==> src/rtl/core/dmc_pkg.sv <==
// Shared types, constants and helper functions of the depth-first maze carver.
// Used by dmc_ctrl, dmc_dp and dfs_maze_carver; depends on nothing else.
package dmc_pkg;

    localparam int MAX_ROWS = 16;
    localparam int MAX_COLS = 16;
    localparam int CELLS    = MAX_ROWS * MAX_COLS;

    localparam int ROW_W    = $clog2(MAX_ROWS);
    localparam int COL_W    = $clog2(MAX_COLS);
    localparam int DROW_W   = $clog2(MAX_ROWS + 1);
    localparam int DCOL_W   = $clog2(MAX_COLS + 1);
    localparam int ADDR_W   = $clog2(CELLS);
    localparam int CNT_W    = $clog2(CELLS + 1);

    localparam int CFG_W    = 5;
    localparam int RND_W    = 16;
    localparam int OCRD_W   = 4;
    localparam int PADDR_W  = 3;
    localparam int PDATA_W  = 32;

    localparam logic [CFG_W-1:0] GRID_RESET = CFG_W'(12);

    // Register index, taken from paddr[2].
    localparam logic REG_ROWS = 1'b0;
    localparam logic REG_COLS = 1'b1;

    // Command field of an input item.
    localparam logic CMD_BEGIN = 1'b0;

    // Wall side of a reported wall.
    localparam logic SIDE_RIGHT  = 1'b0;
    localparam logic SIDE_BOTTOM = 1'b1;

    typedef logic [ROW_W-1:0]  t_row;
    typedef logic [COL_W-1:0]  t_col;
    typedef logic [DROW_W-1:0] t_drow;
    typedef logic [DCOL_W-1:0] t_dcol;
    typedef logic [ADDR_W-1:0] t_addr;
    typedef logic [CNT_W-1:0]  t_cnt;

    typedef enum logic [1:0] {
        ACT_START = 2'd0,
        ACT_CARVE = 2'd1,
        ACT_BACK  = 2'd2,
        ACT_IDLE  = 2'd3
    } t_action;

    typedef enum logic [1:0] {
        DIR_UP    = 2'd0,
        DIR_RIGHT = 2'd1,
        DIR_DOWN  = 2'd2,
        DIR_LEFT  = 2'd3
    } t_dir;

    typedef struct packed {
        t_row row;
        t_col col;
    } t_cell;

    // Commands from the controller to the datapath.
    typedef struct packed {
        logic clr_step;    // clear one visited entry of the sweep
        logic start;       // begin a new maze: push the start cell
        logic take_step;   // latch the random value of a step
        logic set_idle;    // step on an empty stack
        logic check;       // mark the top visited, read up and right
        logic read2;       // read down and left, keep up and right
        logic push;        // carve to the chosen neighbor
        logic pop;         // drop the top, read the new top
        logic pop_rd;      // capture the new top
        logic load_out;    // load the output register
    } t_dp_cmd;

    // Status from the datapath to the controller.
    typedef struct packed {
        logic clr_last;
        logic stack_empty;
        logic out_of_grid;
        logic no_cand;
    } t_dp_sts;

    function automatic t_addr cell_addr(input t_row r, input t_col c);
        return t_addr'(r) * t_addr'(MAX_COLS) + t_addr'(c);
    endfunction

    function automatic t_drow clamp_rows(input logic [CFG_W-1:0] v);
        if (v == '0) begin
            return t_drow'(1);
        end
        if (int'(v) > MAX_ROWS) begin
            return t_drow'(MAX_ROWS);
        end
        return t_drow'(v);
    endfunction

    function automatic t_dcol clamp_cols(input logic [CFG_W-1:0] v);
        if (v == '0) begin
            return t_dcol'(1);
        end
        if (int'(v) > MAX_COLS) begin
            return t_dcol'(MAX_COLS);
        end
        return t_dcol'(v);
    endfunction

    // Remainder by three: base-4 digits are summed twice (4 is 1 modulo 3),
    // then at most one subtraction finishes it.
    function automatic logic [1:0] mod3_16(input logic [RND_W-1:0] v);
        logic [4:0] s;
        logic [2:0] t;
        s = '0;
        for (int i = 0; i < RND_W / 2; i++) begin
            s = s + 5'(v[2*i +: 2]);
        end
        t = 3'(s[1:0]) + 3'(s[3:2]) + 3'(s[4]);
        if (t >= 3'd6) begin
            t = t - 3'd6;
        end else if (t >= 3'd3) begin
            t = t - 3'd3;
        end
        return t[1:0];
    endfunction

endpackage

==> src/rtl/core/dmc_ram.sv <==
// Generic single-write, single-read RAM with registered read data.
// Stands alone; used for the visited map and the cell stack.
module dmc_ram #(
    parameter int WIDTH = 8,
    parameter int DEPTH = 256
) (
    input  logic                     i_clk,
    input  logic                     i_we,
    input  logic [$clog2(DEPTH)-1:0] i_waddr,
    input  logic [WIDTH-1:0]         i_wdata,
    input  logic [$clog2(DEPTH)-1:0] i_raddr,
    output logic [WIDTH-1:0]         o_rdata
);

    logic [WIDTH-1:0] r_mem [DEPTH];
    logic [WIDTH-1:0] r_rdata;

    always_ff @(posedge i_clk) begin
        if (i_we) begin
            r_mem[i_waddr] <= i_wdata;
        end
        r_rdata <= r_mem[i_raddr];
    end

    assign o_rdata = r_rdata;

endmodule

==> src/rtl/core/dmc_ctrl.sv <==
// Sequencing state machine of the maze carver: handshakes and datapath commands.
// Depends on dmc_pkg.
module dmc_ctrl import dmc_pkg::*; (
    input  logic    i_clk,
    input  logic    i_rst_n,
    input  logic    i_in_valid,
    output logic    o_in_stall,
    input  logic    i_cmd,
    output logic    o_out_valid,
    input  logic    i_out_stall,
    output t_dp_cmd o_dp_cmd,
    input  t_dp_sts i_dp_sts
);

    typedef enum logic [2:0] {
        S_CLEAR,
        S_IDLE,
        S_CHECK,
        S_READ2,
        S_EVAL,
        S_POPRD,
        S_DONE
    } t_state;

    t_state  r_state, n_state;
    logic    r_pend, n_pend;
    logic    r_out_valid, n_out_valid;
    t_dp_cmd cmd;

    always_comb begin
        n_state = r_state;
        n_pend  = r_pend;
        cmd     = '0;
        unique case (r_state)
            S_CLEAR: begin
                cmd.clr_step = 1'b1;
                if (i_dp_sts.clr_last) begin
                    n_state = r_pend ? S_DONE : S_IDLE;
                    n_pend  = 1'b0;
                end
            end
            S_IDLE: begin
                if (i_in_valid) begin
                    if (i_cmd == CMD_BEGIN) begin
                        cmd.start = 1'b1;
                        n_pend    = 1'b1;
                        n_state   = S_CLEAR;
                    end else if (i_dp_sts.stack_empty) begin
                        cmd.set_idle = 1'b1;
                        n_state      = S_DONE;
                    end else begin
                        cmd.take_step = 1'b1;
                        n_state       = S_CHECK;
                    end
                end
            end
            S_CHECK: begin
                if (i_dp_sts.out_of_grid) begin
                    cmd.pop = 1'b1;
                    n_state = S_POPRD;
                end else begin
                    cmd.check = 1'b1;
                    n_state   = S_READ2;
                end
            end
            S_READ2: begin
                cmd.read2 = 1'b1;
                n_state   = S_EVAL;
            end
            S_EVAL: begin
                if (i_dp_sts.no_cand) begin
                    cmd.pop = 1'b1;
                    n_state = S_POPRD;
                end else begin
                    cmd.push = 1'b1;
                    n_state  = S_DONE;
                end
            end
            S_POPRD: begin
                cmd.pop_rd = 1'b1;
                n_state    = S_DONE;
            end
            S_DONE: begin
                if (!r_out_valid || !i_out_stall) begin
                    cmd.load_out = 1'b1;
                    n_state      = S_IDLE;
                end
            end
            default: begin
                n_state = S_IDLE;
            end
        endcase

        if (cmd.load_out) begin
            n_out_valid = 1'b1;
        end else if (!i_out_stall) begin
            n_out_valid = 1'b0;
        end else begin
            n_out_valid = r_out_valid;
        end
    end

    always_ff @(posedge i_clk) begin
        if (!i_rst_n) begin
            r_state     <= S_CLEAR;
            r_pend      <= 1'b0;
            r_out_valid <= 1'b0;
        end else begin
            r_state     <= n_state;
            r_pend      <= n_pend;
            r_out_valid <= n_out_valid;
        end
    end

    assign o_in_stall  = (r_state != S_IDLE);
    assign o_out_valid = r_out_valid;
    assign o_dp_cmd    = cmd;

endmodule

==> src/rtl/core/dmc_dp.sv <==
// Datapath of the maze carver: stack top, stack and visited memories,
// neighbor selection and the output register. Depends on dmc_pkg and dmc_ram.
module dmc_dp import dmc_pkg::*; (
    input  logic              i_clk,
    input  logic              i_rst_n,
    input  t_dp_cmd           i_dp_cmd,
    output t_dp_sts           o_dp_sts,
    input  t_drow             i_rows,
    input  t_dcol             i_cols,
    input  logic [RND_W-1:0]  i_rnd,
    output logic [1:0]        o_action,
    output logic [OCRD_W-1:0] o_wall_row,
    output logic [OCRD_W-1:0] o_wall_col,
    output logic              o_wall_side,
    output logic [OCRD_W-1:0] o_top_row,
    output logic [OCRD_W-1:0] o_top_col,
    output logic              o_stack_empty
);

    // Control state.
    t_cnt  r_count;
    t_addr r_sweep;

    // Payload state.
    t_row       r_top_row;
    t_col       r_top_col;
    logic [1:0] r_rnd_lo;
    logic [1:0] r_rnd_m3;
    logic       r_vis_up;
    logic       r_vis_right;
    t_action    r_action;
    t_row       r_wall_row;
    t_col       r_wall_col;
    logic       r_wall_side;

    t_action           r_o_action;
    logic [OCRD_W-1:0] r_o_wall_row;
    logic [OCRD_W-1:0] r_o_wall_col;
    logic              r_o_wall_side;
    logic [OCRD_W-1:0] r_o_top_row;
    logic [OCRD_W-1:0] r_o_top_col;
    logic              r_o_empty;

    t_row  row_up, row_dn;
    t_col  col_rt, col_lf;
    t_addr a_self, a_up, a_rt, a_dn, a_lf;
    logic  up_ok, rt_ok, dn_ok, lf_ok;
    logic  vis_we, vis_wdata;
    t_addr vis_waddr, vis_raddr_a, vis_raddr_b;
    logic  vis_rd_a, vis_rd_b;
    logic  vis_rd_a2, vis_rd_b2;
    logic [3:0] cand;
    logic [2:0] n_cand;
    logic [1:0] pick;
    logic [1:0] seen;
    logic       found;
    t_dir  dir;
    t_cell nbr;
    t_row  wall_row;
    t_col  wall_col;
    logic  wall_side;
    logic  stk_full;
    logic  stk_we;
    t_addr stk_waddr, stk_raddr;
    t_cell stk_wdata, stk_rdata;
    t_cell start_cell;

    assign row_up = r_top_row - 1'b1;
    assign row_dn = r_top_row + 1'b1;
    assign col_rt = r_top_col + 1'b1;
    assign col_lf = r_top_col - 1'b1;

    assign a_self = cell_addr(r_top_row, r_top_col);
    assign a_up   = cell_addr(row_up, r_top_col);
    assign a_dn   = cell_addr(row_dn, r_top_col);
    assign a_rt   = cell_addr(r_top_row, col_rt);
    assign a_lf   = cell_addr(r_top_row, col_lf);

    assign up_ok = (r_top_row != '0);
    assign lf_ok = (r_top_col != '0);
    assign dn_ok = ((t_drow'(r_top_row) + t_drow'(1)) < i_rows);
    assign rt_ok = ((t_dcol'(r_top_col) + t_dcol'(1)) < i_cols);

    // Visited map: two copies written together, so that two neighbors are
    // read in each cycle.
    assign vis_we      = i_dp_cmd.clr_step | i_dp_cmd.check;
    assign vis_waddr   = i_dp_cmd.clr_step ? r_sweep : a_self;
    assign vis_wdata   = i_dp_cmd.check;
    assign vis_raddr_a = i_dp_cmd.check ? a_up : a_dn;
    assign vis_raddr_b = i_dp_cmd.check ? a_rt : a_lf;

    dmc_ram #(.WIDTH(1), .DEPTH(CELLS)) u_vis_a (
        .i_clk   (i_clk),
        .i_we    (vis_we),
        .i_waddr (vis_waddr),
        .i_wdata (vis_wdata),
        .i_raddr (vis_raddr_a),
        .o_rdata (vis_rd_a)
    );

    dmc_ram #(.WIDTH(1), .DEPTH(CELLS)) u_vis_b (
        .i_clk   (i_clk),
        .i_we    (vis_we),
        .i_waddr (vis_waddr),
        .i_wdata (vis_wdata),
        .i_raddr (vis_raddr_b),
        .o_rdata (vis_rd_b)
    );

    assign vis_rd_a2 = vis_rd_a;
    assign vis_rd_b2 = vis_rd_b;

    // Candidates in the order up, right, down, left.
    assign cand[0] = up_ok & ~r_vis_up;
    assign cand[1] = rt_ok & ~r_vis_right;
    assign cand[2] = dn_ok & ~vis_rd_a2;
    assign cand[3] = lf_ok & ~vis_rd_b2;
    assign n_cand  = 3'($countones(cand));

    always_comb begin
        case (n_cand)
            3'd2:    pick = {1'b0, r_rnd_lo[0]};
            3'd3:    pick = r_rnd_m3;
            3'd4:    pick = r_rnd_lo;
            default: pick = 2'd0;
        endcase

        dir   = DIR_UP;
        seen  = 2'd0;
        found = 1'b0;
        for (int i = 0; i < 4; i++) begin
            if (cand[i] && !found) begin
                if (seen == pick) begin
                    dir   = t_dir'(i);
                    found = 1'b1;
                end
                seen = seen + 2'd1;
            end
        end

        case (dir)
            DIR_UP: begin
                nbr       = '{row: row_up, col: r_top_col};
                wall_row  = row_up;
                wall_col  = r_top_col;
                wall_side = SIDE_BOTTOM;
            end
            DIR_RIGHT: begin
                nbr       = '{row: r_top_row, col: col_rt};
                wall_row  = r_top_row;
                wall_col  = r_top_col;
                wall_side = SIDE_RIGHT;
            end
            DIR_DOWN: begin
                nbr       = '{row: row_dn, col: r_top_col};
                wall_row  = r_top_row;
                wall_col  = r_top_col;
                wall_side = SIDE_BOTTOM;
            end
            default: begin
                nbr       = '{row: r_top_row, col: col_lf};
                wall_row  = r_top_row;
                wall_col  = col_lf;
                wall_side = SIDE_RIGHT;
            end
        endcase
    end

    // Cell stack.
    assign start_cell = '{row: t_row'(i_rows - t_drow'(1)), col: t_col'(i_cols - t_dcol'(1))};
    assign stk_full   = (r_count == t_cnt'(CELLS));
    assign stk_we     = i_dp_cmd.start | (i_dp_cmd.push & ~stk_full);
    assign stk_waddr  = i_dp_cmd.start ? t_addr'(0) : r_count[ADDR_W-1:0];
    assign stk_wdata  = i_dp_cmd.start ? start_cell : nbr;
    assign stk_raddr  = t_addr'(r_count - t_cnt'(2));

    dmc_ram #(.WIDTH($bits(t_cell)), .DEPTH(CELLS)) u_stack (
        .i_clk   (i_clk),
        .i_we    (stk_we),
        .i_waddr (stk_waddr),
        .i_wdata (stk_wdata),
        .i_raddr (stk_raddr),
        .o_rdata (stk_rdata)
    );

    always_ff @(posedge i_clk) begin
        if (!i_rst_n) begin
            r_count <= '0;
            r_sweep <= '0;
        end else begin
            if (i_dp_cmd.clr_step) begin
                r_sweep <= (r_sweep == t_addr'(CELLS - 1)) ? '0 : r_sweep + 1'b1;
            end
            if (i_dp_cmd.start) begin
                r_count <= t_cnt'(1);
            end else if (i_dp_cmd.push && !stk_full) begin
                r_count <= r_count + 1'b1;
            end else if (i_dp_cmd.pop) begin
                r_count <= r_count - 1'b1;
            end
        end
    end

    always_ff @(posedge i_clk) begin
        if (i_dp_cmd.start) begin
            r_top_row <= start_cell.row;
            r_top_col <= start_cell.col;
        end else if (i_dp_cmd.push && !stk_full) begin
            r_top_row <= nbr.row;
            r_top_col <= nbr.col;
        end else if (i_dp_cmd.pop_rd && r_count != '0) begin
            r_top_row <= stk_rdata.row;
            r_top_col <= stk_rdata.col;
        end

        if (i_dp_cmd.take_step) begin
            r_rnd_lo <= i_rnd[1:0];
            r_rnd_m3 <= mod3_16(i_rnd);
        end
        if (i_dp_cmd.read2) begin
            r_vis_up    <= vis_rd_a;
            r_vis_right <= vis_rd_b;
        end

        if (i_dp_cmd.push) begin
            r_action    <= ACT_CARVE;
            r_wall_row  <= wall_row;
            r_wall_col  <= wall_col;
            r_wall_side <= wall_side;
        end else if (i_dp_cmd.start || i_dp_cmd.set_idle || i_dp_cmd.pop) begin
            if (i_dp_cmd.start) begin
                r_action <= ACT_START;
            end else if (i_dp_cmd.set_idle) begin
                r_action <= ACT_IDLE;
            end else begin
                r_action <= ACT_BACK;
            end
            r_wall_row  <= '0;
            r_wall_col  <= '0;
            r_wall_side <= 1'b0;
        end

        if (i_dp_cmd.load_out) begin
            r_o_action    <= r_action;
            r_o_wall_row  <= OCRD_W'(r_wall_row);
            r_o_wall_col  <= OCRD_W'(r_wall_col);
            r_o_wall_side <= r_wall_side;
            r_o_top_row   <= (r_count == '0) ? '0 : OCRD_W'(r_top_row);
            r_o_top_col   <= (r_count == '0) ? '0 : OCRD_W'(r_top_col);
            r_o_empty     <= (r_count == '0);
        end
    end

    assign o_dp_sts.clr_last    = (r_sweep == t_addr'(CELLS - 1));
    assign o_dp_sts.stack_empty = (r_count == '0);
    assign o_dp_sts.out_of_grid = (t_drow'(r_top_row) >= i_rows) ||
                                  (t_dcol'(r_top_col) >= i_cols);
    assign o_dp_sts.no_cand     = (cand == 4'b0000);

    assign o_action      = r_o_action;
    assign o_wall_row    = r_o_wall_row;
    assign o_wall_col    = r_o_wall_col;
    assign o_wall_side   = r_o_wall_side;
    assign o_top_row     = r_o_top_row;
    assign o_top_col     = r_o_top_col;
    assign o_stack_empty = r_o_empty;

endmodule

==> src/rtl/core/dfs_maze_carver.sv <==
// Top level of the depth-first maze carver: configuration registers and the
// controller and datapath. Depends on dmc_pkg, dmc_ctrl, dmc_dp and dmc_ram.
//
//  channel  direction  handshake                    payload
//  -------  ---------  ---------------------------  --------------------------------
//  in       to block   i_in_valid / o_in_stall      i_cmd, i_rnd
//  out      from block o_out_valid / i_out_stall    o_action, o_wall_row, o_wall_col,
//                                                   o_wall_side, o_top_row, o_top_col,
//                                                   o_stack_empty
//  cfg      APB        psel, penable, pready        paddr, pwdata, pwrite, prdata
//
// One item is worked on at a time. A carving step passes the states CHECK, READ2,
// EVAL and DONE; a backtracking step pops in EVAL, or in CHECK if the top lies
// outside the grid, and captures the new top in POPRD before DONE; a step on an
// empty stack goes straight to DONE. The visited map's two copies give two
// neighbor reads per cycle, so the four neighbors are read in CHECK and READ2.
// A begin command clears the visited map one entry per cycle. After reset the
// same clearing pass runs, during which the input is stalled; configuration
// writes are taken at any time. The result sits in an output register, so
// a stalled output blocks only the following result's delivery, not the next input.
module dfs_maze_carver import dmc_pkg::*; (
    input  logic               i_clk,
    input  logic               i_rst_n,

    input  logic               i_in_valid,
    output logic               o_in_stall,
    input  logic               i_cmd,
    input  logic [RND_W-1:0]   i_rnd,

    output logic               o_out_valid,
    input  logic               i_out_stall,
    output logic [1:0]         o_action,
    output logic [OCRD_W-1:0]  o_wall_row,
    output logic [OCRD_W-1:0]  o_wall_col,
    output logic               o_wall_side,
    output logic [OCRD_W-1:0]  o_top_row,
    output logic [OCRD_W-1:0]  o_top_col,
    output logic               o_stack_empty,

    input  logic               psel,
    input  logic               penable,
    input  logic               pwrite,
    input  logic [PADDR_W-1:0] paddr,
    input  logic [PDATA_W-1:0] pwdata,
    output logic [PDATA_W-1:0] prdata,
    output logic               pready
);

    logic [CFG_W-1:0] r_grid_rows;
    logic [CFG_W-1:0] r_grid_cols;
    logic             cfg_write;
    t_drow            rows;
    t_dcol            cols;
    t_dp_cmd          dp_cmd;
    t_dp_sts          dp_sts;

    // The registers sit at byte addresses 0 and 4; the low address bits are
    // ignored, so paddr[2] selects the register.
    assign pready    = 1'b1;
    assign cfg_write = psel && penable && pwrite && pready;

    always_ff @(posedge i_clk) begin
        if (!i_rst_n) begin
            r_grid_rows <= GRID_RESET;
            r_grid_cols <= GRID_RESET;
        end else if (cfg_write) begin
            unique case (paddr[2])
                REG_ROWS: r_grid_rows <= pwdata[CFG_W-1:0];
                REG_COLS: r_grid_cols <= pwdata[CFG_W-1:0];
                default:  r_grid_rows <= r_grid_rows;
            endcase
        end
    end

    always_comb begin
        unique case (paddr[2])
            REG_ROWS: prdata = PDATA_W'(r_grid_rows);
            REG_COLS: prdata = PDATA_W'(r_grid_cols);
            default:  prdata = '0;
        endcase
    end

    // A size of zero acts as one, and a size above the grid the block was
    // built for saturates to it.
    assign rows = clamp_rows(r_grid_rows);
    assign cols = clamp_cols(r_grid_cols);

    dmc_ctrl u_ctrl (
        .i_clk       (i_clk),
        .i_rst_n     (i_rst_n),
        .i_in_valid  (i_in_valid),
        .o_in_stall  (o_in_stall),
        .i_cmd       (i_cmd),
        .o_out_valid (o_out_valid),
        .i_out_stall (i_out_stall),
        .o_dp_cmd    (dp_cmd),
        .i_dp_sts    (dp_sts)
    );

    dmc_dp u_dp (
        .i_clk         (i_clk),
        .i_rst_n       (i_rst_n),
        .i_dp_cmd      (dp_cmd),
        .o_dp_sts      (dp_sts),
        .i_rows        (rows),
        .i_cols        (cols),
        .i_rnd         (i_rnd),
        .o_action      (o_action),
        .o_wall_row    (o_wall_row),
        .o_wall_col    (o_wall_col),
        .o_wall_side   (o_wall_side),
        .o_top_row     (o_top_row),
        .o_top_col     (o_top_col),
        .o_stack_empty (o_stack_empty)
    );

    // The clearing pass after reset keeps the input stalled.
    a_stall_after_reset: assert property (@(posedge i_clk)
        (i_rst_n && !$past(i_rst_n)) |-> o_in_stall)
        else $error("input not stalled during the clearing pass after reset");

    // A step on an empty stack leaves it empty.
    a_idle_empty: assert property (@(posedge i_clk) disable iff (!i_rst_n)
        (o_out_valid && o_action == ACT_IDLE) |-> o_stack_empty)
        else $error("idle result with a non-empty stack");

    // Only a carve reports a wall.
    a_wall_zero: assert property (@(posedge i_clk) disable iff (!i_rst_n)
        (o_out_valid && o_action != ACT_CARVE) |->
        (o_wall_row == '0 && o_wall_col == '0 && !o_wall_side))
        else $error("wall reported without a carve");

    // A carve or a start leaves at least one cell on the stack.
    a_push_nonempty: assert property (@(posedge i_clk) disable iff (!i_rst_n)
        (o_out_valid && (o_action == ACT_CARVE || o_action == ACT_START)) |->
        !o_stack_empty)
        else $error("empty stack after a push");

endmodule

==> config.mk <==
export PLATFORM = sky130hd
export DESIGN_NAME = dfs_maze_carver
export DESIGN_NICKNAME = d
export VERILOG_FILES = /design/src/rtl/core/dmc_pkg.sv /design/src/rtl/core/dmc_ram.sv /design/src/rtl/core/dmc_ctrl.sv /design/src/rtl/core/dmc_dp.sv /design/src/rtl/core/dfs_maze_carver.sv
export SDC_FILE = /design/constraint.sdc
export NUM_CORES = 2
export LEC_CHECK = 0
export BUFFER_PORTS_ARGS = -buffer_cell sky130_fd_sc_hd__buf_4
export CORE_AREA = 2 2 446 448
export DETAILED_ROUTE_END_ITERATION = 16
export DIE_AREA = 0 0 448 450
export GPL_ROUTABILITY_DRIVEN = 0
export PLACE_DENSITY = 0.74
export SYNTH_ARGS = -nofsm -noshare
export SYNTH_HDL_FRONTEND = slang
export SYNTH_HIERARCHICAL = 1
export SYNTH_SLANG_ARGS = --single-unit
==> constraint.sdc <==
create_clock -name i_clk -period 26.1 [get_ports i_clk]
set_clock_uncertainty 0.1 [all_clocks]
set_input_delay 1.305 -clock i_clk [delete_from_list [all_inputs] [get_ports i_clk]]
set_output_delay 1.305 -clock i_clk [all_outputs]
set_load 0.01 [all_outputs]
# Word level (Yosys, flattened, before mapping)
# Memory sizes are Yosys's and may differ from the RTL's. A register that Yosys moved wholly into a read port is not among the register bits.
# Cells that the tools add are included.
# W data, S select, Z words.
# totals
ram_bits,2560
out_inout_bits,55
register_bits,77
wordCells,240
in_bits,59
n_memories,3
# op_classes
n_addsub,33
n_mux,96
reduce_logical,39
eq_ne,22
bitwise_logic,14
magnitude_cmp,8
# memory_table
name,depth,word_bits,rd,rd_clocked_by_memory_dff,wr,line_no,rtl
u_dp.u_stack.r_mem,256,8,1,1,1,dmc_ram.sv:15,logic [WIDTH-1:0] r_mem [DEPTH];
u_dp.u_vis_a.r_mem,256,1,1,1,1,dmc_ram.sv:15,
u_dp.u_vis_b.r_mem,256,1,1,1,1,dmc_ram.sv:15,
# ops
operator,count
$pmux W32 S2,1
$mux W8,6
$mux W4,11
$mux W1,42
$add A8 B4 Y8,5
$mux W5,8
$add A5 B2 Y5,6
$mux W3,9
$mux W2,12
$pmux W8 S3,1
$pmux W3 S7,1
$mux W9,2
$sub A4 B1 Y4 const B,4
$eq A3 B2 Y1 const B,4
$eq A3 B3 Y1 const B,4
$add A4 B1 Y5 const B,2
$ge A4 B5 Y1,2
$gt A5 B5 Y1 const B,2
$logic_not A5 Y1,2
$lt A5 B5 Y1,2
$add A9 B1 Y9 const B,1
$eq A9 B9 Y1 const B,1
$logic_not A9 Y1,1
$reduce_bool A9 Y1,1
other kinds (41),82

# Longest topological paths before layout
# logic_depth
depth_word,27
mapped_depth,24
ltp_nobuf,22

# Cells and area by module
# Netlist, hierarchy kept.
# by_module_without_submodules
mod,cells_each,area_per_inst_um2,seq_area_each_um2,instances
dmc_ram at u_dp.u_stack,3733,79556.3,61659.1,1
dmc_ram at u_dp.u_vis_a ...,788,11128.2,7707.4,2
dmc_dp,509,4779.6,1671.6,1
dfs_maze_carver,90,780.7,200.2,1
dmc_ctrl,58,422.9,100.1,1

# Least setup slack after synthesis
# Ideal clock, no wire load.
# synth_path
path_type,flip-flop to flip-flop
startpoint,reg r_grid_rows[1]
endpoint,"reg u_dp.u_vis_b.r_rdata, in the netlist u_dp/u_vis_b/o_rdata, read port of u_dp.u_vis_b.r_mem"
path_stages_with_launch,22
synth_period_minus_slack_ns,17.617
slack_ns,8.483
arrival_ns,17.388
setup_time_ns,0.129
path_buffers,3
required_ns,25.871
cell_sequence,dfxtp_1 -> or3_1 -> a21oi_1 -> ha_1 -> nand2b_1 -> a21o_1 -> a21o_1 -> a21oi_1 -> o22ai_1 -> nor3b_1 -> nor2b_1 -> clkbuf_1 -> mux2i_1 -> xor2_1 -> buf_2 -> clkbuf_1 -> mux4_2 -> a22o_1 -> nor4_1 -> a31oi_1 -> a311oi_1 -> a22oi_1
# synth_rtl
element,line_no,rtl
start: declaration,dfs_maze_carver.sv:49,logic [CFG_W-1:0] r_grid_rows;
start signal: assignment,dfs_maze_carver.sv:68,REG_ROWS: r_grid_rows <= pwdata[CFG_W-1:0];
start signal: assignment,dfs_maze_carver.sv:70,default: r_grid_rows <= r_grid_rows;
end: declaration,dmc_ram.sv:16,logic [WIDTH-1:0] r_rdata;

==> summary.md <==
| Metric | Value |
|---|---|
| Pwr per Cell Area | slightly above 70 nW/um2 |
| Place WS | around 17000 ps |
| Endpoints failing setup | 0 |
| Post-synth top cells | 2603 x edfxtp_1, 879 x nor2_1, 538 x mux4_2, 257 x mux2i_1, 203 x clkbuf_1 |
| Starting DRT DRC Count | between 7000 and 8000 |
| Fraction of layout cells with a size suffix above 1 | 0.1808 |
| Synth top area cells | edfxtp_1 73%, mux4_2 11%, nor2_1 3.1%, mux2i_1 2.4%, a22oi_1 1.0% |
| Most common cell in the netlist | edfxtp_1 |
| Fin crit share | 0.3489 |
| Average vias per placed instance | roughly 6.5 |
| Synth warn | 6 |
| Final WL | around 250 mm |
| Synth Area per Inst | 18.07 um2 |
| Final WS setup | 16990 ps |
| Crit-path cells | buf_4 > ha_1 > and3_1 > ha_1 > a211oi_1 > nand2b_1 > fa_1 > inv_1 > ha_1 > ha_1 > and3b_2 > a32o_2 > nor3_1 > nor2_1 > ha_1 > or4_1 > a211oi_2 > o211a_4 > nand2b_1 > a211oi_1 > o21ai_4 > buf_4 > buf_4 > buf_4 |
| Fillers | 13800 |
| Reg area | approximately 80000 um2 |
| Status | finished, violations left |
| Die X | ~450 um |
| Core Rows | 163 |
| CTS tree | yes |
| Final cell utilization of the core | 0.6041 |
| WL met3 | roughly 27 mm |
| Slowest CP cell | buf_4 |
| Post-Syn Area | ~110000 um2 |
| CP Buf/Inv Count | 5 |
| DIE AREA | ~200000 um2 |
| Unrepaired setup endpoints after global routing | no |
| Met2 Wirelength | about 120 mm |
| Yosys reg bits | 2647 |
| GRT Total Usage | 0.2481 |
| Gate Count Post-Synth | between 5000 and 6000 |
| Vias in the first global route | roughly 57000 |
| Crit path max fanout | just over 90 |
| PostCTS Resize Cnt | 0 |
| Final TNS setup | 0 ps |
| Synth top area share | 0.7251 |
| Max stage delay on crit path | between 800 and 900 ps |
| Sink Count | between 2000 and 3000 |
| NumNets Final | 6153 |
| Yosys cell types | between 80 and 90 |
| Post-CTS setup repair buffer count | 0 |
| Post-synthesis sequential area ratio | 0.7333 |
| Multi-input gate area | between 20000 and 30000 um2 |
| CP dominant cell by count | ha_1 |
| Fin crit period | between 9000 and 10000 ps |
| Area delta synth->final | 10.18% |
| Critical Path Start Type | flip-flop |
| ANT nets after route | 0 |
| Num CTS Buffers | ~280 |
| Type of the tightest min-delay check | flip-flop to flip-flop |
| Die Y | around 450 um |
| Vias after detailed routing | around 57000 |
| Initial Util | 0.5483 |
| Post-synthesis async set-or-reset flop share | 0 |
| Finished Cell Area | around 120000 um2 |
| Initial antenna violation count | 5 |
| Crit path kind | flip-flop to flip-flop |
| Met1 wire length | 94.78 mm |
| Headroom to the max-slew limit | -0.01688 |
| Routed length per instance | 28.39 um |
| Arrival time at the worst endpoint | around 9600 ps |
| CP Data Required Time | around 27000 ps |
| Top routing layer in use | met5 |
| Area leader, netlist | edfxtp_1 |
| Leak Pwr | about 0.037 uW |
| Clock Path Buffers | 4 |
| EDFF count, synth | ~2600 |
| First-pass GRT wire length | 369.0 mm |
| 1st-pass router iterations | 6 |
| Area post-placement | approximately 110000 um2 |
| CP endpoint kind | flip-flop |
| Peak supply drop | 0.07376 mV |
| Pins Over Slew Limit | 2 |
| Final Hold Viols | 0 |
| H-tree levels | 5 |
| Hold Buf Count CTS | 0 |
| Port bufs | 56 |
| Post-layout power | 8547 uW |
| Total grt overflow | 0 |
| Max-Cap Viols | 1 |
| Worst-skew pair later-pin latency | approximately 900 ps |
| CTS root buffer | clkbuf_16 |
| Largest net degree at the start of global routing | ~310 |
| Failing checks | capacitance limit, slew limit |
| CORE AREA | around 200000 um2 |
| DRC violations left | 0 |
| Worst-path clk slew | about 60 ps |
| CP top delay family | buffers and inverters |
| Dpl hpwl | ~150 mm |
| IO Count | around 110 |
| Maximum clock frequency | 0.1098 GHz |
| Actual slew at the worst max-slew pin | approximately 1500 ps |
| Top FF cell, synth | edfxtp_1 |
## through the flow
stage | hold slack, ps | cells
floorplan | 300.3 | 5992
global placement | 306.0 | 8391
detailed placement | 304.5 | 8391
CTS | 317.6 | 8862
global route | 320.7 | 8862
finish | 315.9 | 8865
## flip-flops by register name (all words and copies together), names as in the netlist, 2 cells and up
register / flops
r_grid_cols: 5
r_grid_rows: 5
u_ctrl/r_state: 3
u_dp/o_action: 2
u_dp/o_top_col: 4
u_dp/o_top_row: 4
u_dp/o_wall_col: 4
u_dp/o_wall_row: 4
u_dp/r_action: 2
u_dp/r_count: 9
u_dp/r_rnd_lo: 2
u_dp/r_rnd_m3: 2
u_dp/r_sweep: 8
u_dp/r_top_col: 4
u_dp/r_top_row: 4
u_dp/r_wall_col: 4
u_dp/r_wall_row: 4
u_dp/u_stack/o_rdata: 8
u_dp/u_stack/r_mem: 2048
u_dp/u_vis_a/r_mem: 256
u_dp/u_vis_b/r_mem: 256
## layout by cell type, fill, tap and decap left out, types with 15 or more instances in the layout
cell,Yosys,routed
nand2b_1,20,20
a22oi_1,149,149
nand4_1,17,17
nor4_1,38,33
o221ai_1,49,49
conb_1,2,28
inv_1,60,57
clkinv_2,0,55
a211oi_1,21,21
edfxtp_1,2603,2603
nor2b_1,75,71
nand2_1,120,119
nor2_1,879,876
nor3_1,46,45
buf_4,67,147
fa_1,15,15
mux4_2,538,538
a21oi_1,129,128
mux2i_1,257,254
a22o_1,20,20
o22ai_1,77,77
nand3_1,76,75
clkbuf_16,0,287
ha_1,45,45
o21ai_0,36,30
clkbuf_1,203,50
clkinv_1,2,56
xnor2_1,35,33
dfxtp_1,44,43
## final timing paths
| path | from | end | slack (ps) | cells after the start |
|---|---|---|---|---|
| setup reg to reg | u_dp/r_top_col[0] | u_dp/u_stack/r_mem[100][5] | 16990 | 24 |
| hold reg to reg | u_dp/r_wall_col[2] | u_dp/o_wall_col[2] | 320 | 0 |
| setup / recovery | u_dp/r_top_col[0] | u_dp/u_stack/r_mem[100][5] | 16990 | 24 |
| hold / removal | u_dp/r_wall_col[2] | u_dp/o_wall_col[2] | 320 | 0 |
## logic make-up (layout without fill, tap and decap cells)
kind of cell             Yosys count  count (layout)  share of synthesized area
flip-flops                      2647            2647                     0.7333
adder cells (fa/ha/maj)           60              60                   0.008009
buffers and inverters            458             688                    0.02375
AND/OR/NAND/NOR                 1343            1343                    0.05430
other                              2              31                 0.00006967
AO/OA/AOI/OAI                    600             600                    0.03878
XOR/XNOR                          48              48                   0.003900
multiplexers                     808             808                     0.1379
## routing by layer
layer / track usage / vias up
met5: 0 / -
met4: 0.08444 / 4
met3: 0.06604 / 559
met2: 0.3908 / 3178
met1: 0.3379 / 29670
li1: - / 23870
## layout make-up
| type | instances | area share |
|---|---|---|
| Tap cell | 2640 | 0.02781 |
| Timing Repair Buffer | 155 | 0.01064 |
| Multi-Input combinational cell | 2887 | 0.2234 |
| Inverter | 62 | 0.002033 |
| Clock inverter | 134 | 0.008386 |
| Sequential cell | 2647 | 0.6656 |
| Clock buffer | 337 | 0.06205 |
| Antenna cell | 3 | 0.00006321 |
## power breakdown
group	switching, uW	internal [uW]
Clock	1550	2130
Sequential	1.50	4650
Combinational	143	74.4
Total	1700	6850
(Power assumes the default switching activity.)
